### config.mk
export PLATFORM = sky130hd
export DESIGN_NAME = chm_front
export DESIGN_NICKNAME = d
export VERILOG_FILES = /design/src/convex_hull_monotone_chain_unit_defines.svh /design/src/chm_front.sv
export SDC_FILE = /design/constraint.sdc
export NUM_CORES = 1
export LEC_CHECK = 0
export BUFFER_PORTS_ARGS = -buffer_cell sky130_fd_sc_hd__buf_2
export CAP_MARGIN = 40
export CORE_MARGIN = 3
export CORE_UTILIZATION = 30
export DETAILED_ROUTE_END_ITERATION = 8
export PLACE_DENSITY = 0.74
export SKIP_LAST_GASP = 1
export SLEW_MARGIN = 10
export SYNTH_ARGS = -nofsm -noshare
export SYNTH_HDL_FRONTEND = slang
export SYNTH_SLANG_ARGS = --single-unit
export TNS_END_PERCENT = 50
### constraint.sdc
create_clock -name clk_i -period 1.4 [get_ports clk_i]
set_clock_uncertainty 0.1 [all_clocks]
set_input_delay 0.07 -clock clk_i [delete_from_list [all_inputs] [get_ports clk_i]]
set_output_delay 0.07 -clock clk_i [all_outputs]
set_load 0.02 [all_outputs]
### src/convex_hull_monotone_chain_unit_defines.svh
// Assertion macros shared by the hull unit.
`ifndef CONVEX_HULL_MONOTONE_CHAIN_UNIT_DEFINES_SVH
`define CONVEX_HULL_MONOTONE_CHAIN_UNIT_DEFINES_SVH
`ifndef SYNTH
`define CHM_ASSERT(lbl, clk, rstn, prop) \
  lbl: assert property (@(posedge clk) disable iff (!rstn) (prop)) \
    else $error("hull unit check failed");
`define CHM_ASSERT_IMP(lbl, clk, rstn, ante, cons) \
  lbl: assert property (@(posedge clk) disable iff (!rstn) (ante) |-> (cons)) \
    else $error("hull unit check failed");
`define CHM_ASSERT_NXT(lbl, clk, rstn, ante, cons) \
  lbl: assert property (@(posedge clk) disable iff (!rstn) (ante) |=> (cons)) \
    else $error("hull unit check failed");
`else
`define CHM_ASSERT(lbl, clk, rstn, prop)
`define CHM_ASSERT_IMP(lbl, clk, rstn, ante, cons)
`define CHM_ASSERT_NXT(lbl, clk, rstn, ante, cons)
`endif
`endif

### src/chm_front.sv
module chm_front #(
  parameter int unsigned MAX_POINTS = 64,
  parameter int unsigned COORD_BITS = 16
) (
  input  logic                    clk_i,
  input  logic                    rst_ni,
  input  logic                    valid_i,
  output logic                    ready_o,
  input  logic [COORD_BITS-1:0]   x_i,
  input  logic [COORD_BITS-1:0]   y_i,
  input  logic                    last_i,
  input  logic                    full_i,
  output logic                    push_o,
  output logic [2*COORD_BITS+1:0] entry_o
);

  localparam int unsigned CW = $clog2(MAX_POINTS + 1);

  logic [CW-1:0] cnt_q, cnt_d;
  logic          store;

  assign store   = cnt_q < CW'(MAX_POINTS);
  assign ready_o = !full_i;
  assign push_o  = valid_i && !full_i;
  assign entry_o = {store, last_i, y_i, x_i};

  always_comb begin
    cnt_d = cnt_q;
    if (push_o) begin
      if (last_i) begin
        cnt_d = '0;
      end else if (store) begin
        cnt_d = cnt_q + CW'(1);
      end
    end
  end

  always_ff @(posedge clk_i or negedge rst_ni) begin
    if (!rst_ni) begin
      cnt_q <= '0;
    end else begin
      cnt_q <= cnt_d;
    end
  end

endmodule

Word level (Yosys, flattened, before mapping)
Cells that the tools add are included.
{ "word_totals": {"register_bits": 7, "input_bits": 37, "output_inout_bits": 36, "word_cells": 9} }
{ "classes": {"addsub": 1, "magnitude_cmp": 1, "mux": 2, "n_reduce_logical": 4} }
{ "ops": {"columns": ["cell", "n"], "rows": [
  ["7-bit 2-to-1 mux", 2],
  ["7-bit by 1-bit adder with 7-bit output, second input constant", 1],
  ["7-bit less-than comparator, second input constant", 1],
  ["2-bit AND reduction", 1],
  ["2-bit nonzero test", 1],
  ["1-bit logical AND", 1],
  ["1-bit zero test", 1]
]} }

Depth between registers and ports, before layout
Gate-level depths: netlist (run 1).
{ "depth": {"ltp_word": 3, "ltp_mapped": 4, "depth_no_buf": 4} }

Worst setup path after synthesis (run 1)
No wires, ideal clock.
{ "synth_timing": {"kind": "register -> register", "start": "register cnt_q[6]", "end": "register cnt_q[5]", "setup_time_ps": 125, "arrival_time_ps": 1238, "setup_slack_ps": -63, "stages_incl_launch_ff": 5, "n_path_buf": 1, "period_less_slack_ps": 1463, "cell_sequence": "dfrtp_1 -> nor2b_1 -> buf_6 -> nor4_1 -> mux2_2"} }
{ "synth_via": {"elab_chain_cells": 3} }
{ "synth_rtl": {"columns": ["item", "line_no", "text"], "rows": [
  ["start, declared", "chm_front.sv:19", "logic [CW-1:0] cnt_q, cnt_d;"],
  ["start signal, assigned", "chm_front.sv:42", "cnt_q <= cnt_d;"],
  ["7-bit less-than comparator", "chm_front.sv:22", "assign store = cnt_q < CW'(MAX_POINTS);"],
  ["2-bit nonzero test (no line)", null, null],
  ["2-bit AND reduction (no line)", null, null]
]} }
No other way between the ends.
A chain may end at the register's enable or synchronous reset.

Final worst setup path (run 1)
{ "layout_timing": {"start": "register cnt_q[0]", "end": "register cnt_q[2]"} }
{ "layout_via": {"elab_chain_cells": 3, "elab_cells_between_ends": 6, "classes_between": "add/sub: 1; order compare: 1; mux: 2; reduce/logical: 2"} }
{ "layout_rtl": {"columns": ["item", "line_no"], "rows": [
  ["7-bit by 1-bit adder with 7-bit output / 7-bit less-than comparator (equally long branches)", "chm_front.sv:33, chm_front.sv:22"],
  ["7-bit 2-to-1 mux / 2-bit nonzero test (equally long branches)", null],
  ["7-bit 2-to-1 mux / 2-bit AND reduction (equally long branches)", null]
]} }
Parallel ways exist; a longest one is shown, timed or not. The select of a mux whose other input is x is not followed.

==> metrics.md, run 1 <==
| Metric | Value |
|---|---|
| Slew HR | 78.8% |
| GRT Total Usage | 8.69% |
| Startpoint types | flop |
| Synth Cell Area | 663 sq um |
| Post-Synthesis Mean Instance Area | 8.61 sq um |
| GRT Max-Usage Layer | met4 |
| DR vias/cell | 4.89 |
| Total global routing overflow | 0 |
| Dpl ws | -11.9 ps |
| Met1 Use GR | 7.99% |
| Syn nets | 115 |
| RePlAce Congestion | 0.826 |
| Slew @ Worst Pin | 316 ps |
| Die width | 53.0 um |
| H-tree Lvls | 1 |
| EDFF count, synth | 0 |
| Critical Path RT | 1490 ps |
| Hold WC Path Type | primary input to output port |
| Clock sink count | 7 |
| Final Hold Violating Endpoints | 0 |
| Failing checks | negative setup slack |
| I/O pin cnt | 73 |
| Period utilization | 102% |
| WL per Instance | 14.3 um |
| Nets@finish | 94 |
| Largest net degree at the start of global routing | 14 |
| CTS Buf Count | 3 |
| Peak VDD IR | 0.217 mV |
| Status | finished, violations left |
| Final slew viol count | 0 |
| Port bufs | 8 |
| Initial DRC Count | 4 |
| Detailed placement HPWL | 844 um |
| Max FFs per register | 7 |
| Die ar. | 0.00281 sq mm |
| Met2 global-route usage | 11.8% |
| Synth warn | 0 |
| N_diodes | 0 |
| Core Region | 0.00202 sq mm |
| Asr flop ratio synth | 100% |
| Detailed-route DRC error count | 0 |
| Vias in the first global route | 381 |
| Skew-Pair Late Insertion Delay | 250 ps |
| Arrival time worst endpoint | 1510 ps |
| Type of destination of the critical path | flop |
| Cells after Synth | 77 |
| Final WL | 1170 um |
| Largest regs | cnt_q (7) |
| Synth Flop Type | dfrtp_1 |
| WS Path Type | flop to flop |
| Total vias in the final route | 401 |
| Die Height | 53.0 um |
| Share of cells above drive strength 1 | 41.8% |
| Power Dens Cells | 929 mW/mm^2 |
| Setup-failing EPs final | 2 |
| DRT Pass-1 Iters | 4 |
| Max Cap Violations | 0 |
| F_max | 701 MHz |
| First-pass GRT wire length | 1660 um |
| Fin crit period | 1430 ps |
| Final Util | 26.8% |
| Worst-path clk slew | 50 ps |
| CTS root buffer | clkbuf_4 |
| Maximum fanout along the worst path | 4 |
| DRT antenna net count | 0 |
| Leakage | 0.235 nW |
| GR Util met3 | 4.51% |
| Starting Density | 32.8% |
| CTS tree | built |
| Row count | 16 |
| Post-synthesis cell type count | 20 |
| Top reg by flops | cnt_q |
| Maximum clock path buffer count | 2 |
| Sequential area share after synthesis | 26.4% |
| RSZ-0062 raised after global routing | yes |
| Synthesized flop and latch total | 7 |
| Post-CTS Setup Repair Bufs | 0 |
| Area growth syn-to-layout | -18.3% |
| Initial antenna violation count | 0 |
| Hold Slack | 40.0 ps |
| Final WS setup | -26.1 ps |
-- area by class of cell --
class / count / area [sq um]
Sequential cell: 7 / 175
Multi-Input combinational cell: 28 / 220
Inverter: 5 / 18.8
Fill cell: 226 / 1480
Timing Repair Buffer: 11 / 67.6
Tap cell: 27 / 33.8
Clock buffer: 4 / 26.3
-- synth_stat cells (2+ instances only) --
master	n	area share (%)
a21oi_1	4	3.0
dfrtp_1	7	26
buf_6	2	3.4
inv_1	5	2.8
o21ai_0	2	1.5
or4_1	4	4.5
o31ai_1	3	3.4
nor2b_1	2	1.9
buf_4	34	38
nand3_1	2	1.5
nand2_1	3	1.7
-- critical path, cell delays in order, from the launching register on --
cell and delay (ps):
dfrtp_1 400, ha_2 210, inv_2 40, or4_4 470, a21oi_2 140
-- placed cells by master, fill, tap and decap left out, types with 2 or more instances in the layout --
cell type      instances
or4_1                  3
clkbuf_4               3
o21ai_0                2
nand2_1                3
o31ai_1                3
a21oi_1                2
a21oi_2                2
dfrtp_1                7
buf_2                  8
dlygate4sd3_1          2
inv_1                  4
-- what timing repair did --
item                       CTS  global route
setup endpoints to repair    2             5
resized for setup            1             7
hold buffers                 2             0
hold endpoints to repair     8             0
gates cloned                 0             0
pin swaps                    3             4
-- kinds of logic after synthesis --
group	share of synthesized area (%)
AO/OA/AOI/OAI	9.25
adder cells (fa/ha/maj)	1.89
buffers and inverters	45.3
flip-flops	26.4
multiplexers	1.70
AND/OR/NAND/NOR	15.5
-- final timing paths --
| kind | startpoint | end | slack [ps] | depth (start not counted) |
|---|---|---|---|---|
| setup / recovery | cnt_q[0]$_DFFE_PN0P_ | cnt_q[2]$_DFFE_PN0P_ | -30 | 4 |
| hold / removal | x_i[15] | entry_o[15] | 40 | 0 |
| setup reg to reg | cnt_q[0]$_DFFE_PN0P_ | cnt_q[2]$_DFFE_PN0P_ | -30 | 4 |
| hold reg to reg | cnt_q[6]$_DFFE_PN0P_ | cnt_q[1]$_DFFE_PN0P_ | 450 | 2 |
| max in group asynchronous | rst_ni | cnt_q[5]$_DFFE_PN0P_ | 960 | 2 |
| min in group asynchronous | rst_ni | cnt_q[2]$_DFFE_PN0P_ | 80 | 2 |
-- power breakdown --
part / total [mW] / switching, mW / internal (mW)
logic: 0.0780 / 0.0437 / 0.0343
clock network: 0.187 / 0.0780 / 0.109
registers: 0.238 / 0.0189 / 0.220
-- metrics by stage --
stage               power (mW)  TNS [ps]  cell area, sq um  std cells
detailed placement       0.307     -11.9               469         76
CTS                      0.507     -29.9               518         82
floorplan                0.418         0               669         77
finish                   0.503     -38.0               542         82
global placement         0.301         0               469         76
global route             0.539      -295               542         82
-- metal layers --
layer / share of wire (%) / up-vias
met2: 42 / 23
li1: - / 179
met1: 36 / 183
met3: 14 / 16
met4: 6.6 / 0
met5: 0 / -
Note: power is estimated with default switching activity, not from simulation.
==> run 2: changes to the inputs <==
CORE_UTILIZATION = 36   (was 30)
PLACE_DENSITY = 0.83   (was 0.74)
clock period = 1.8 ns   (was 1.4 ns; I/O delays follow)
==> run 2 against run 1 <==
Against the previous run:
- the run now ends clean
- sequential power is 23% lower
- final area is 7.9% lower
- worst setup slack better by 260 ps
- register-to-register slack better by 280 ps
- critical path type is now primary input to flop
- largest cell class unchanged
- largest power group unchanged
==> metrics.md, run 2 (synthesis results as in run 1) <==
| Metric | Value |
|---|---|
| Peak VDD IR | 0.321 mV (+48%) |
| Area after DPL | 452 sq um (-3.7%) |
| F_max | 638 MHz |
| Slew @ Worst Pin | 502 ps (+185 ps) |
| Crit. Startpoint | last_i |
| Core Region | 0.00161 sq mm (-20%) |
| Status | complete, no violations |
| Final WL | 1030 um (-12%) |
| Maximum clock path buffer count | 2 (unchanged) |
| Critical Path RT | 1840 ps (+350 ps) |
| Clock sink count | 7 (unchanged) |
| Design Area, Final | 499 sq um (-7.9%) |
| Fin crit period | 1570 ps |
| CTS Buf Count | 3 (unchanged) |
| GR Util met3 | 4.59% (+0.080 points) |
| Initial DRC Count | 10 (+6) |
| Startpoint types | primary input |
| Total vias in the final route | 394 (-1.7%) |
| Worst reg2reg path depth | 3 (-1) |
| Type of destination of the critical path | flop |
| Commonest cells after routing, fill and taps aside | buf_2, dfrtp_1, inv_1, or4_1, a21oi_1 |
| DR vias/cell | 5.05 (+3.3%) |
| Slew HR | 66.5% (-12 points) |
| Share of cells above drive strength 1 | 25.9% (-16 points) |
| Final TNS setup | 0 ps (+38.0 ps) |
| Bufs and invs on worst path | 2 (+1) |
| Nets@finish | 93 (-1.1%) |
| Worst-path clk slew | 60 ps (about the same) |
| WS Path Type | primary input to flop |
| Final Hold Violating Endpoints | 0 (unchanged) |
| Final slew viol count | 0 (unchanged) |
| Max FFs per register | 7 (unchanged) |
| Slowest-stage cell, CP | dlygate4sd3_1 |
| RR Endpoint | cnt_q[5]$_DFFE_PN0P_ |
| DRT Pass-1 Iters | 4 (unchanged) |
| Crit path capture | cnt_q[5]$_DFFE_PN0P_ |
| Top reg by flops | cnt_q |
| Final std cells w/o fill | 78 (-4.9%) |
| Port bufs | 8 (unchanged) |
| CTS tree | built |
| First-pass GRT wire length | 1570 um (-5.0%) |
| Maximum fanout along the worst path | 9 (+5) |
| Die width | 48.9 um (-7.7%) |
| Met1 Use GR | 8.57% (+0.57 points) |
| Row count | 14 (-2) |
| Total global routing overflow | 0 (unchanged) |
| CP delay by family, top | buffers and inverters |
| Starting Density | 41.1% (+8.4 points) |
| Hold WC Path Type | primary input to output port |
| DRT antenna net count | 0 (unchanged) |
| Most common cell after layout, fill and taps aside | buf_2 |
| GRT Total Usage | 8.85% (+0.17 points) |
| GRT Max-Usage Layer | met2 |
| Design Power | 385 uW (-24%) |
| RePlAce Congestion | 0.702 (-15%) |
| Slowest stage delay, CP | 530 ps (+60 ps) |
| Arrival time worst endpoint | 1610 ps (+100 ps) |
| Met2 global-route usage | 12.7% (+0.89 points) |
| Largest net degree at the start of global routing | 14 (unchanged) |
| Setup-failing EPs final | 0 (-2) |
| Placed insts | 72 (-5.3%) |
| RR Startpoint | cnt_q[6]$_DFFE_PN0P_ |
| Die Height | 48.9 um (-7.7%) |
| Worst-path cell chain | dlygate4sd3_1 -> buf_2 -> nor2b_1 -> nor4_1 -> mux2_2 |
| Power Dens Cells | 771 mW/mm^2 (-17%) |
| WL per Instance | 13.2 um (-8.0%) |
| H-tree Lvls | 1 (unchanged) |
| Dpl ws | 247 ps (+259 ps) |
| Initial antenna violation count | 0 (unchanged) |
| Detailed-route DRC error count | 0 (unchanged) |
| Final Util | 31.0% (+4.2 points) |
| Period utilization | 87.0% |
| CTS root buffer | clkbuf_4 |
| Leakage | 0.231 nW (-1.7%) |
| Area growth syn-to-layout | -24.7% |
| Max Cap Violations | 0 (unchanged) |
| Reg-to-reg slack, setup | 250 ps (+280 ps) |
| Largest regs | cnt_q (7) |
| Final WS setup | 233 ps (+259 ps) |
| RSZ-0062 raised after global routing | no |
| Vias in the first global route | 372 (-2.4%) |
| Stages on the worst setup path | 5 (+1) |
| Hold Slack | 80.0 ps (+40.0 ps) |
| Skew-Pair Late Insertion Delay | 260 ps (about the same) |
| N_diodes | 0 (unchanged) |
| I/O pin cnt | 73 (unchanged) |
| Die ar. | 0.00239 sq mm (-15%) |
run 2: worst register-to-register path: cells and delay by family (launching register included):
family / cells / cell delay (ps)
flops: 1 / 400
mux: 1 / 380
simple gates: 2 / 560
run 2: report_power, final:
part / total (mW) / internal, mW / switching (mW)
Sequential: 0.183 / 0.171 / 0.0123
Clock: 0.146 / 0.0815 / 0.0649
Combinational: 0.0556 / 0.0243 / 0.0313
run 2: layout make-up:
type                    instances  area (sq um)
multi-input cells              28           188
clock buffers                   3          22.5
repair buffers                 10          60.1
clock inverters                 1          5.00
well taps                      24          30.0
inverters                       5          18.8
flip-flops and latches          7           175
fillers                       186          1110
run 2: worst min path at each step:
stage | start | to | cells after the start
6_report | x_i[11] | entry_o[11] | 0
5_1_grt | x_i[15] | entry_o[15] | 0
4_1_cts | rst_ni | cnt_q[4]$_DFFE_PN0P_ | 2
3_5_place_dp | rst_ni | cnt_q[4]$_DFFE_PN0P_ | 1
3_3_place_gp | rst_ni | cnt_q[4]$_DFFE_PN0P_ | 1
2_1_floorplan | rst_ni | cnt_q[0]$_DFFE_PN0P_ | 0
run 2: layer usage:
layer / part of all wire (%) / vias up
met5: 0 / -
met4: 7.6 / 0
met3: 13 / 15
met2: 41 / 17
met1: 38 / 188
li1: - / 174
run 2: timing repair:
item / CTS / global route
buffers inserted: 0 / 0
hold buffers: 2 / 0
endpoints found under the hold margin: 8 / 0
gates resized for setup: 0 / 0
