$ cat src/convex_hull_monotone_chain_unit_defines.svh
// Assertion macros shared by the hull unit.
`ifndef CONVEX_HULL_MONOTONE_CHAIN_UNIT_DEFINES_SVH
`define CONVEX_HULL_MONOTONE_CHAIN_UNIT_DEFINES_SVH
`ifndef SYNTH
`define CHM_ASSERT(lbl, clk, rstn, prop) \
  lbl: assert property (@(posedge clk) disable iff (!rstn) (prop)) \
    else $error("hull unit check failed");
`define CHM_ASSERT_IMP(lbl, clk, rstn, ante, cons) \
  lbl: assert property (@(posedge clk) disable iff (!rstn) (ante) |-> (cons)) \
    else $error("hull unit check failed");
`define CHM_ASSERT_NXT(lbl, clk, rstn, ante, cons) \
  lbl: assert property (@(posedge clk) disable iff (!rstn) (ante) |=> (cons)) \
    else $error("hull unit check failed");
`else
`define CHM_ASSERT(lbl, clk, rstn, prop)
`define CHM_ASSERT_IMP(lbl, clk, rstn, ante, cons)
`define CHM_ASSERT_NXT(lbl, clk, rstn, ante, cons)
`endif
`endif

$ cat src/chm_fifo.sv
module chm_fifo #(
  parameter int unsigned Width = 34,
  parameter int unsigned Depth = 4
) (
  input  logic             clk_i,
  input  logic             rst_ni,
  input  logic             push_i,
  input  logic [Width-1:0] data_i,
  output logic             full_o,
  input  logic             pop_i,
  output logic             valid_o,
  output logic [Width-1:0] data_o
);

  localparam int unsigned PW = (Depth > 1) ? $clog2(Depth) : 1;
  localparam int unsigned NW = $clog2(Depth + 1);

  logic [Width-1:0] mem_q [Depth];
  logic [PW-1:0]    wp_q, wp_d, rp_q, rp_d;
  logic [NW-1:0]    cnt_q, cnt_d;
  logic             do_push, do_pop;

  assign full_o  = cnt_q == NW'(Depth);
  assign valid_o = cnt_q != '0;
  assign data_o  = mem_q[rp_q];
  assign do_push = push_i && !full_o;
  assign do_pop  = pop_i && valid_o;

  always_comb begin
    wp_d  = wp_q;
    rp_d  = rp_q;
    cnt_d = cnt_q;
    if (do_push) begin
      wp_d = (wp_q == PW'(Depth - 1)) ? '0 : wp_q + PW'(1);
    end
    if (do_pop) begin
      rp_d = (rp_q == PW'(Depth - 1)) ? '0 : rp_q + PW'(1);
    end
    if (do_push && !do_pop) begin
      cnt_d = cnt_q + NW'(1);
    end else if (do_pop && !do_push) begin
      cnt_d = cnt_q - NW'(1);
    end
  end

  always_ff @(posedge clk_i or negedge rst_ni) begin
    if (!rst_ni) begin
      wp_q  <= '0;
      rp_q  <= '0;
      cnt_q <= '0;
    end else begin
      wp_q  <= wp_d;
      rp_q  <= rp_d;
      cnt_q <= cnt_d;
    end
  end

  always_ff @(posedge clk_i) begin
    if (do_push) begin
      mem_q[wp_q] <= data_i;
    end
  end

endmodule

$ cat config.mk
export PLATFORM = sky130hd
export DESIGN_NAME = chm_fifo
export DESIGN_NICKNAME = d
export VERILOG_FILES = /design/src/convex_hull_monotone_chain_unit_defines.svh /design/src/chm_fifo.sv
export SDC_FILE = /design/constraint.sdc
export NUM_CORES = 1
export LEC_CHECK = 0
export BUFFER_PORTS_ARGS = -buffer_cell sky130_fd_sc_hd__buf_4
export CORE_ASPECT_RATIO = 1.4
export CORE_MARGIN = 10
export CORE_UTILIZATION = 45
export DETAILED_ROUTE_END_ITERATION = 12
export GPL_ROUTABILITY_DRIVEN = 0
export GPL_TIMING_DRIVEN = 0
export PLACE_DENSITY = 0.69
export SKIP_CTS_REPAIR_TIMING = 1
export SLEW_MARGIN = 0
export SYNTH_ARGS = -nofsm -noshare
export SYNTH_HDL_FRONTEND = slang
export SYNTH_SLANG_ARGS = --single-unit
$ cat constraint.sdc
create_clock -name clk_i -period 2.7 [get_ports clk_i]
set_input_delay 0.54 -clock clk_i [delete_from_list [all_inputs] [get_ports clk_i]]
set_output_delay 0.54 -clock clk_i [all_outputs]
set_load 0.05 [all_outputs]
Word-level counts from Yosys, hierarchy flattened:

Memories as Yosys holds them, arrays and structs flattened.
Index checks and enable logic that the tools add are counted.

* $add $sub $neg: 4
* equality and inequality tests: 3
* muxes and demuxes: 6
* reduce and logical (&&, ||, !) cells: 9

Operators with widths (count)
* 2-to-1 mux 3 bit: 2
* adder 2 x 1 -> 2 bit, second input constant: 2
* equality test 2 bit, second input constant: 2
* logical AND 1 bit: 4
* 2-to-1 mux 2 bit: 2
* adder 3 x 1 -> 3 bit, second input constant: 1
* equality test 3 bit, second input constant: 1
* zero test 1 bit: 3
* nonzero test 3 bit: 1
* subtractor 3 x 1 -> 3 bit, second input constant: 1
* 2-to-1 mux 1 bit: 2
* nonzero test 2 bit: 1

* flip-flop bits (word level): 7
* bits in writable memories: 136
* input bits: 38
* output and inout bits: 36
* logic and storage cells: 26
* memories: 1

Memories
* mem_q: depth 4, bits a word 34, read ports 1, clocked after Yosys merged registers in 0, wr ports 1, line chm_fifo.sv:18 `logic [Width-1:0] mem_q [Depth];`

Logic depth before layout (Yosys ltp):

Gate-level depths: netlist of the first run.

* depth after elaboration: 7
* mapped depth: 9
* gate-level depth less buffers: 8

Worst setup path after synthesis of the first run:

No wires, ideal clock.

* path type: reg2reg
* from: register cnt_q[0]
* to: register cnt_q[1]
* setup time: 125 ps
* arrival: 2350 ps
* required time: 2575 ps
* setup slack: 226 ps
* stages on the path, launching flop included: 8
* buffers on the path: 1
* clock period less this slack: 2474 ps
* path through: dfrtp_1 nor3b_2 nor2b_1 buf_6 ha_1 inv_1 fa_1 mux2_2

* elaborated cells between the ends (all ways): 14
* classes of those cells: add/sub: 2; eq/ne: 1; mux: 2; reduce/logical: 9

RTL lines
* start: declaration: line chm_fifo.sv:20 `logic [NW-1:0] cnt_q, cnt_d;`
* start signal: assignment: line chm_fifo.sv:54 `cnt_q <= cnt_d;`
* equality test 3 bit: line chm_fifo.sv:23 `assign full_o = cnt_q == NW'(Depth);`
* named net full_o: line chm_fifo.sv:9 `output logic full_o,`
* zero test 1 bit: line chm_fifo.sv:26 `assign do_push = push_i && !full_o;`
* logical AND 1 bit: line chm_fifo.sv:26
* named net do_push: line chm_fifo.sv:21 `logic do_push, do_pop;`
* logical AND 1 bit: line chm_fifo.sv:39 `if (do_push && !do_pop) begin`
* 2-to-1 mux 3 bit: line chm_fifo.sv:39
* named net cnt_d[1]: line chm_fifo.sv:20

The timed path passes the listed nets, and every way through them passes these cells. The select of a mux whose other input is x is not followed.
A chain may end at the register's enable or synchronous reset.

Final worst setup path of the first run:

* from: register rp_q[0]
* to: output data_o[31]

* word-level cells in the longest chain between the ends: 1

RTL lines
* start: declaration: line chm_fifo.sv:19 `logic [PW-1:0] wp_q, wp_d, rp_q, rp_d;`
* start signal: assignment: line chm_fifo.sv:53 `rp_q <= rp_d;`
* memory read (4 x 34 bit)
* end: declaration: line chm_fifo.sv:12 `output logic [Width-1:0] data_o`

Every way passes these cells.

==> results.sh, run 1 <==
export IMPL_ys_seq_elements=143
export IMPL_htreeDepth=4
export IMPL_crit_chain="buf_6 > buf_12 > mux4_2 > buf_4"
export IMPL_synth_area_sq_um=5420
export IMPL_hold_violations=0
export IMPL_finalWirelength_mm=9.46
export IMPL_drtIter0Drc=130
export IMPL_multi_input_area_sq_um=1050
export IMPL_min_path_cells=1
export IMPL_leakage_nw=2.45
export IMPL_port_buffers=73
export IMPL_core_area_sq_um=11800
export IMPL_slew_headroom=0.630
export IMPL_cts_root_buf="clkbuf_16"
export IMPL_grt_pass1_vias=2754
export IMPL_drive_gt1_frac=0.480
export IMPL_reg2reg_slack_ns=0.61
export IMPL_vdd_drop_max_mv=0.656
export IMPL_status="finished clean"
export IMPL_drt_vias_per_instance=5.23
export IMPL_ant_nets=0
export IMPL_drv_slew=0
export IMPL_yosys_area_top_type="edfxtp_1"
export IMPL_period_needed_ns=2.43
export IMPL_synth_seq_area_share=0.786
export IMPL_crit_type="register to output port"
export IMPL_clock_sinks=143
export IMPL_timing_fmax_mhz=411
export IMPL_startpoint_type="register"
export IMPL_layout_area_seq_sq_um=4260
export IMPL_fin_setup_tns_ns=0
export IMPL_rsz0062_at_grt="no"
export IMPL_cts_buffers=17
export IMPL_ios=74
export IMPL_path_delay_family="buffers and inverters"
export IMPL_synth_distinct_cells=20
export IMPL_setup_viol=0
export IMPL_placed_area_sq_um=6250
export IMPL_powerDensity_nw_per_um2=1310
export IMPL_wl_per_cell_um=20.1
export IMPL_synthArstFlopShare=0.0490
export IMPL_hp_class="input port to register"
export IMPL_firstDrtPassIters=4
export IMPL_n_fill_cell=873
export IMPL_dp_hpwl_mm=6.20
export IMPL_required_ns=2.16
export IMPL_cap_violations=0
export IMPL_insertion_delay_ns=0.41
export IMPL_die_area_sq_um=16900
export IMPL_synthCells=215
export IMPL_worst_slew_pin_slew_ns=0.555
export IMPL_overflow=0
export IMPL_synth_area_leaders="edfxtp_1 (75%), mux4_2 (12%), dfrtp_1 (3.2%), mux4_1 (2.9%), ha_1 (1.4%)"
export IMPL_max_stage_delay_ns=0.53
export IMPL_cp_max_fo=10
export IMPL_grt_util_all_layers=0.119
export IMPL_syn_num_nets=260
export IMPL_crit_cells=4
export IMPL_critPathBufInv=3
export IMPL_finalNetCount=357
export IMPL_clockBufferDepth=2
export IMPL_finalCritPeriodShare=0.900
export IMPL_grt_max_degree=26
export IMPL_synth_yosys_warnings=0
export IMPL_syn2layout_area_growth_pct=27.0
export IMPL_design_area_sq_um=6880
export IMPL_syn_area_per_cell_sq_um=25.2
export IMPL_synth_top_area_share=0.754
export IMPL_cts_tree="done"
export IMPL_antenna_found_initial=0
export IMPL_synth_edf_count=136
export IMPL_die_w_um=113
export IMPL_antennaDiodeCount=0
export IMPL_grt_pass1_wl_mm=15.1
export IMPL_vias=2469
export IMPL_drc=0
export IMPL_clk_pin_slew_worst_paths_ns=0.06
export IMPL_start_util=0.458
export IMPL_crit_path_top_delay_cell="mux4_2"
export IMPL_fin_skew_ns=0.00460
export IMPL_reg2regPathDepth=8
export IMPL_die_y_um=150
export IMPL_row_count=47
export IMPL_synthFlopType="edfxtp_1"
export IMPL_crit_arrival_ns=1.89
export IMPL_crit_path_end_kind="output port"
area by class of cell:
type,instances,share of cell area
inverter,3,0.00164
clock inverter,14,0.0278
tap,147,0.0267
multi-input combinational,60,0.153
buffer,9,0.0149
timing repair buffer,78,0.0949
clock buffer,18,0.0624
sequential,143,0.619
flip-flops by register name, indices dropped and copies added, names as in the netlist:
signal and flops:
cnt_q 3, wp_q 2, rp_q 2, mem_q 136
power breakdown:
group | internal (mW) | switching, mW | leakage, nW
logic | 1.35 | 2.23 | 0.827
registers | 2.94 | 0.128 | 1.33
clock network | 1.54 | 0.853 | 0.294
total | 5.83 | 3.21 | 2.45
through the flow:
step	utilization	setup WS, ns	hold WS (ns)	total power [mW]	instances
global route	0.582	0.175	0.306	9.45	472
finish	0.582	0.269	0.323	9.04	472
detailed placement	0.529	0.616	0.358	6.78	439
CTS	0.581	0.217	-0.0905	9.18	471
floorplan	-	0.226	0.244	5.68	215
global placement	0.520	-0.119	0.358	6.65	435
layout by cell type (no fill, tap or decap):
cell type	count
edfxtp_1	136
buf_4	73
mux4_2	28
clkbuf_16	17
dfrtp_1	7
mux4_1	6
ha_1	6
buf_12	5
buf_2	4
and2_2	4
bufinv_16	4
inv_1	3
mux2_2	3
nor2_1	3
clkinvlp_4	3
clkinv_4	3
buf_6	2
mux2_4	2
xor2_1	2
clkinv_2	2
buf_16	2
nor3b_2	1
nor2b_1	1
or3_4	1
nand2_2	1
xnor2_1	1
fa_1	1
clkinv_1	1
inv_6	1
clkbuf_1	1
dlygate4sd3_1	1
routing by layer:
metal  vias up  routed length [um]  GRT usage
li1       1099                   -          -
met1      1298                3650      0.127
met2        56                5160      0.203
met3        16                 463     0.0457
met4         0                 194     0.0579
met5         -                   0          0
worst paths after layout:
| path | startpoint | end |
|---|---|---|
| max | rp_q[0] | data_o[31] |
| min | data_i[0] | mem_q[3][0] |
| max reg2reg | cnt_q[0] | cnt_q[2] |
| min reg2reg | cnt_q[2] | cnt_q[2] |
| max in group asynchronous | rst_ni | cnt_q[0] |
| min in group asynchronous | rst_ni | cnt_q[1] |
cells in the mapped netlist, types with 3 or more instances:
| cell type | instances |
|---|---|
| nor2_1 | 3 |
| mux4_2 | 28 |
| buf_2 | 4 |
| buf_12 | 3 |
| mux2_2 | 3 |
| edfxtp_1 | 136 |
| mux4_1 | 6 |
| and2_1 | 4 |
| ha_1 | 6 |
| dfrtp_1 | 7 |
| inv_1 | 3 |
cell families after synthesis:
logic type / count (synthesis) / share of synthesized area
xor+xnor: 3 / 0.00485
fa+ha+maj: 7 / 0.0175
buf+inv: 12 / 0.0210
flops: 143 / 0.786
mux: 39 / 0.157
simple gates: 11 / 0.0134
(Power assumes the default switching activity.)
==> run 2, diff against run 1 <==
--- a/config.mk
+++ b/config.mk
@@ -11,10 +11,9 @@
 export CORE_UTILIZATION = 45
 export DETAILED_ROUTE_END_ITERATION = 12
 export GPL_ROUTABILITY_DRIVEN = 0
-export GPL_TIMING_DRIVEN = 0
 export PLACE_DENSITY = 0.69
 export SKIP_CTS_REPAIR_TIMING = 1
-export SLEW_MARGIN = 0
+export SLEW_MARGIN = 20
 export SYNTH_ARGS = -nofsm -noshare
 export SYNTH_HDL_FRONTEND = slang
 export SYNTH_SLANG_ARGS = --single-unit
==> results.sh, run 2 (synthesis gave the netlist of run 1 again) <==
export IMPL_grt_busiest_layer="met2"
export IMPL_final_cell_mix="edfxtp_1 (136), buf_4 (75), mux4_2 (28), clkbuf_16 (17)"
export IMPL_htreeDepth=4
export IMPL_firstDrtPassIters=4
export IMPL_powerDensity_nw_per_um2=1310
export IMPL_globalRouteMet3Util=0.0493
export IMPL_fin_setup_tns_ns=0
export IMPL_crit_path_end_kind="output port"
export IMPL_leakage_nw=2.41
export IMPL_startpoint_type="register"
export IMPL_use_met1=0.125
export IMPL_min_path_cells=1
export IMPL_largest_reg_flops=136
export IMPL_crit_chain="buf_12 > mux4_2 > buf_4"
export IMPL_syn2layout_area_growth_pct=25.6
export IMPL_reg2regPathDepth=8
export IMPL_rsz0062_at_grt="no"
export IMPL_top_regs="mem_q x136, cnt_q x3"
export IMPL_ant_nets=0
export IMPL_drtIter0Drc=78
export IMPL_antenna_found_initial=0
export IMPL_drive_gt1_frac=0.478
export IMPL_crit_arrival_ns=2.04
export IMPL_vias=2417
export IMPL_fin_skew_ns=0.00815
export IMPL_wl_per_cell_um=20.7
export IMPL_grt_met2_usage=0.204
export IMPL_overflow=0
export IMPL_place_inst=434
export IMPL_die_y_um=150
export IMPL_timing_fmax_mhz=387
export IMPL_pre_cts_slack_ns=0.408
export IMPL_regMostFlops="mem_q"
export IMPL_grt_pass1_vias=2716
export IMPL_rr_endpoint="cnt_q[2]"
export IMPL_hold_violations=0
export IMPL_cts_tree="done"
export IMPL_max_stage_delay_ns=0.64
export IMPL_hp_class="input port to register"
export IMPL_clockBufferDepth=2
export IMPL_fin_total_pwr_mw=8.90
export IMPL_clock_sinks=143
export IMPL_drv_slew=0
export IMPL_cap_violations=0
export IMPL_worst_slack_ns=0.118
export IMPL_grt_max_degree=22
export IMPL_final_common_cell="edfxtp_1"
export IMPL_grt_util_all_layers=0.120
export IMPL_start_util=0.458
export IMPL_row_count=47
export IMPL_ios=74
export IMPL_drc=0
export IMPL_final_util=0.576
export IMPL_dp_hpwl_mm=6.37
export IMPL_drt_vias_per_instance=5.18
export IMPL_finalNonFillerCells=467
export IMPL_crit_type="register to output port"
export IMPL_core_area_sq_um=11800
export IMPL_finalWirelength_mm=9.69
export IMPL_finalNetCount=352
export IMPL_cp_max_fo=15
export IMPL_vdd_drop_max_mv=0.613
export IMPL_period_needed_ns=2.58
export IMPL_setup_viol=0
export IMPL_cts_buffers=17
export IMPL_grt_pass1_wl_mm=15.1
export IMPL_status="finished clean"
export IMPL_insertion_delay_ns=0.41
export IMPL_worst_slew_pin_slew_ns=0.530
export IMPL_antennaDiodeCount=0
export IMPL_port_buffers=73
export IMPL_die_area_sq_um=16900
export IMPL_hold_end="mem_q[0][25]"
export IMPL_reg2reg_slack_ns=0.50
export IMPL_slew_headroom=0.647
export IMPL_crit_path_top_delay_cell="dfrtp_2"
export IMPL_clk_pin_slew_worst_paths_ns=0.06
export IMPL_die_w_um=113
export IMPL_r2r_start="cnt_q[2]"
export IMPL_cts_root_buf="clkbuf_16"
export IMPL_required_ns=2.16
export IMPL_hp_start="data_i[25]"
export IMPL_finalCritPeriodShare=0.956
run 2: layout make-up:
cell class	instances	area, sq um
flip-flops and latches	143	4260
well taps	147	184
clock inverters	8	103
inverters	3	11.3
fillers	857	5010
multi-input cells	60	1050
repair buffers	82	693
clock buffers	24	502
run 2: per-layer routing:
layer / vias to the layer above / share of wire / routed length (um)
li1: 1090 / - / -
met1: 1259 / 0.38 / 3680
met2: 56 / 0.55 / 5310
met3: 12 / 0.055 / 530
met4: 0 / 0.017 / 163
met5: - / 0 / 0
run 2: worst max-delay path by stage:
stage	from	end	cells past startpoint
after floorplan	cnt_q[0]	cnt_q[1]	7
after global placement	push_i	cnt_q[2]	8
after detailed placement	push_i	cnt_q[2]	8
after CTS	rp_q[0]	data_o[23]	3
after global routing	rp_q[0]	data_o[23]	3
final	rp_q[0]	data_o[31]	3
run 2: critical path: cells and delay by family (launching register included):
| family | cells | cell delay [ns] |
|---|---|---|
| buffers and inverters | 2 | 0.45 |
| DFF | 1 | 0.64 |
| muxes | 1 | 0.53 |
run 2: per-stage QoR:
step,hold WS (ns),area [sq um]
after floorplan,0.244,5420
after global placement,0.360,6190
after detailed placement,0.361,6190
after CTS,-0.0812,6800
after global routing,0.307,6810
final,0.328,6810
run 2: power breakdown:
| part | internal, mW | leakage [nW] | switching, mW | total (mW) |
|---|---|---|---|---|
| Clock | 1.48 | 0.293 | 0.831 | 2.32 |
| Combinational | 1.28 | 0.793 | 2.12 | 3.40 |
| Sequential | 2.94 | 1.33 | 0.241 | 3.18 |
==> run 3, diff against run 2 <==
--- a/config.mk
+++ b/config.mk
@@ -8,10 +8,10 @@
 export BUFFER_PORTS_ARGS = -buffer_cell sky130_fd_sc_hd__buf_4
 export CORE_ASPECT_RATIO = 1.4
 export CORE_MARGIN = 10
-export CORE_UTILIZATION = 45
+export CORE_UTILIZATION = 30
 export DETAILED_ROUTE_END_ITERATION = 12
 export GPL_ROUTABILITY_DRIVEN = 0
-export PLACE_DENSITY = 0.69
+export PLACE_DENSITY = 0.51
 export SKIP_CTS_REPAIR_TIMING = 1
 export SLEW_MARGIN = 20
 export SYNTH_ARGS = -nofsm -noshare
==> results.sh, run 3 (synthesis gave the netlist of run 1 again) <==
export IMPL_status="finished clean"
export IMPL_required_ns=2.16
export IMPL_cp_max_fo=12
export IMPL_die_w_um=134
export IMPL_row_count=58
export IMPL_die_y_um=179
export IMPL_cap_violations=0
export IMPL_clk_pin_slew_worst_paths_ns=0.07
export IMPL_place_inst=530
export IMPL_syn2layout_area_growth_pct=27.8
export IMPL_multi_input_area_sq_um=1050
export IMPL_wl_per_cell_um=18.1
export IMPL_slew_headroom=0.700
export IMPL_drive_gt1_frac=0.500
export IMPL_fin_total_pwr_mw=8.83
export IMPL_powerDensity_nw_per_um2=1270
export IMPL_overflow=0
export IMPL_insertion_delay_ns=0.40
export IMPL_finalNonFillerCells=570
export IMPL_cts_tree="done"
export IMPL_final_cell_mix="edfxtp_1 (136), buf_4 (88), mux4_2 (28), clkbuf_16 (17)"
export IMPL_dp_hpwl_mm=6.74
export IMPL_final_common_cell="edfxtp_1"
export IMPL_finalCritPeriodShare=0.912
export IMPL_top_regs="mem_q x136, cnt_q x3"
export IMPL_cts_root_buf="clkbuf_16"
export IMPL_timing_fmax_mhz=406
export IMPL_largest_reg_flops=136
export IMPL_ant_nets=0
export IMPL_hp_class="input port to register"
export IMPL_drv_slew=0
export IMPL_startpoint_type="register"
export IMPL_crit_path_end_kind="output port"
export IMPL_worst_slew_pin_slew_ns=0.449
export IMPL_start_util=0.304
export IMPL_grt_pass1_vias=2788
export IMPL_die_area_sq_um=23900
export IMPL_period_needed_ns=2.46
export IMPL_cts_buffers=17
export IMPL_layout_area_seq_sq_um=4260
export IMPL_grt_max_degree=33
export IMPL_n_fill_cell=1673
export IMPL_vias=2448
export IMPL_drtIter0Drc=138
export IMPL_finalWirelength_mm=10.3
export IMPL_grt_util_all_layers=0.0894
export IMPL_antenna_found_initial=0
export IMPL_final_util=0.388
export IMPL_port_buffers=73
export IMPL_vdd_drop_max_mv=0.477
export IMPL_hold_violations=0
export IMPL_ios=74
export IMPL_clock_sinks=143
export IMPL_drc=0
export IMPL_finalNetCount=362
export IMPL_core_area_sq_um=17900
export IMPL_rsz0062_at_grt="no"
export IMPL_leakage_nw=2.44
export IMPL_setup_viol=0
export IMPL_fin_skew_ns=0.00827
export IMPL_crit_arrival_ns=1.92
export IMPL_grt_pass1_wl_mm=16.0
export IMPL_crit_type="register to output port"
export IMPL_regMostFlops="mem_q"
export IMPL_firstDrtPassIters=4
export IMPL_antennaDiodeCount=0
export IMPL_drt_vias_per_instance=4.29
export IMPL_htreeDepth=4
export IMPL_clockBufferDepth=2
-- run 3: per-layer routing --
| layer | vias to the layer above | global-route usage | share of wire |
|---|---|---|---|
| met2 | 47 | 0.157 | 0.54 |
| met5 | - | 0 | 0 |
| met1 | 1282 | 0.0952 | 0.39 |
| met4 | 0 | 0.0409 | 0.015 |
| li1 | 1109 | - | - |
| met3 | 10 | 0.0294 | 0.052 |
-- run 3: critical path: stages, from the launching register on --
cell	delay (ns)
dfrtp_4	0.54
buf_4	0.17
mux4_1	0.59
buf_4	0.22
-- run 3: final cells by class --
class,count,share of cell area
clock buffers,17,0.0614
clock inverters,15,0.0206
inverters,3,0.00163
multi-input cells,60,0.152
flip-flops and latches,143,0.616
well taps,240,0.0434
repair buffers,92,0.106
-- run 3: worst paths after layout --
| check | start | cells after the start | endpoint | slack (ns) |
|---|---|---|---|---|
| max | rp_q[0] | 3 | data_o[24] | 0.24 |
| min | data_i[13] | 1 | mem_q[1][13] | 0.33 |
| max reg2reg | cnt_q[0] | 8 | cnt_q[2] | 0.60 |
| min reg2reg | cnt_q[2] | 1 | cnt_q[2] | 0.52 |
| max in group asynchronous | rst_ni | 2 | rp_q[0] | 2.07 |
| min in group asynchronous | rst_ni | 2 | cnt_q[1] | 0.49 |
-- run 3: metrics by stage --
| stage | area [sq um] | hold slack (ns) | TNS, ns | worst slack [ns] |
|---|---|---|---|---|
| 3_5_place_dp | 6290 | 0.365 | 0 | 0.321 |
| 4_1_cts | 6860 | -0.0725 | -1.56 | -0.121 |
| 2_1_floorplan | 5420 | 0.244 | 0 | 0.226 |
| 5_1_grt | 6930 | 0.311 | 0 | 0.149 |
| 3_3_place_gp | 6290 | 0.364 | 0 | 0.335 |
| 6_report | 6930 | 0.330 | 0 | 0.237 |
-- run 3: power breakdown --
| group | internal (mW) | switching (mW) |
|---|---|---|
| Combinational | 1.33 | 2.16 |
| Sequential | 2.94 | 0.215 |
| Clock | 1.23 | 0.959 |
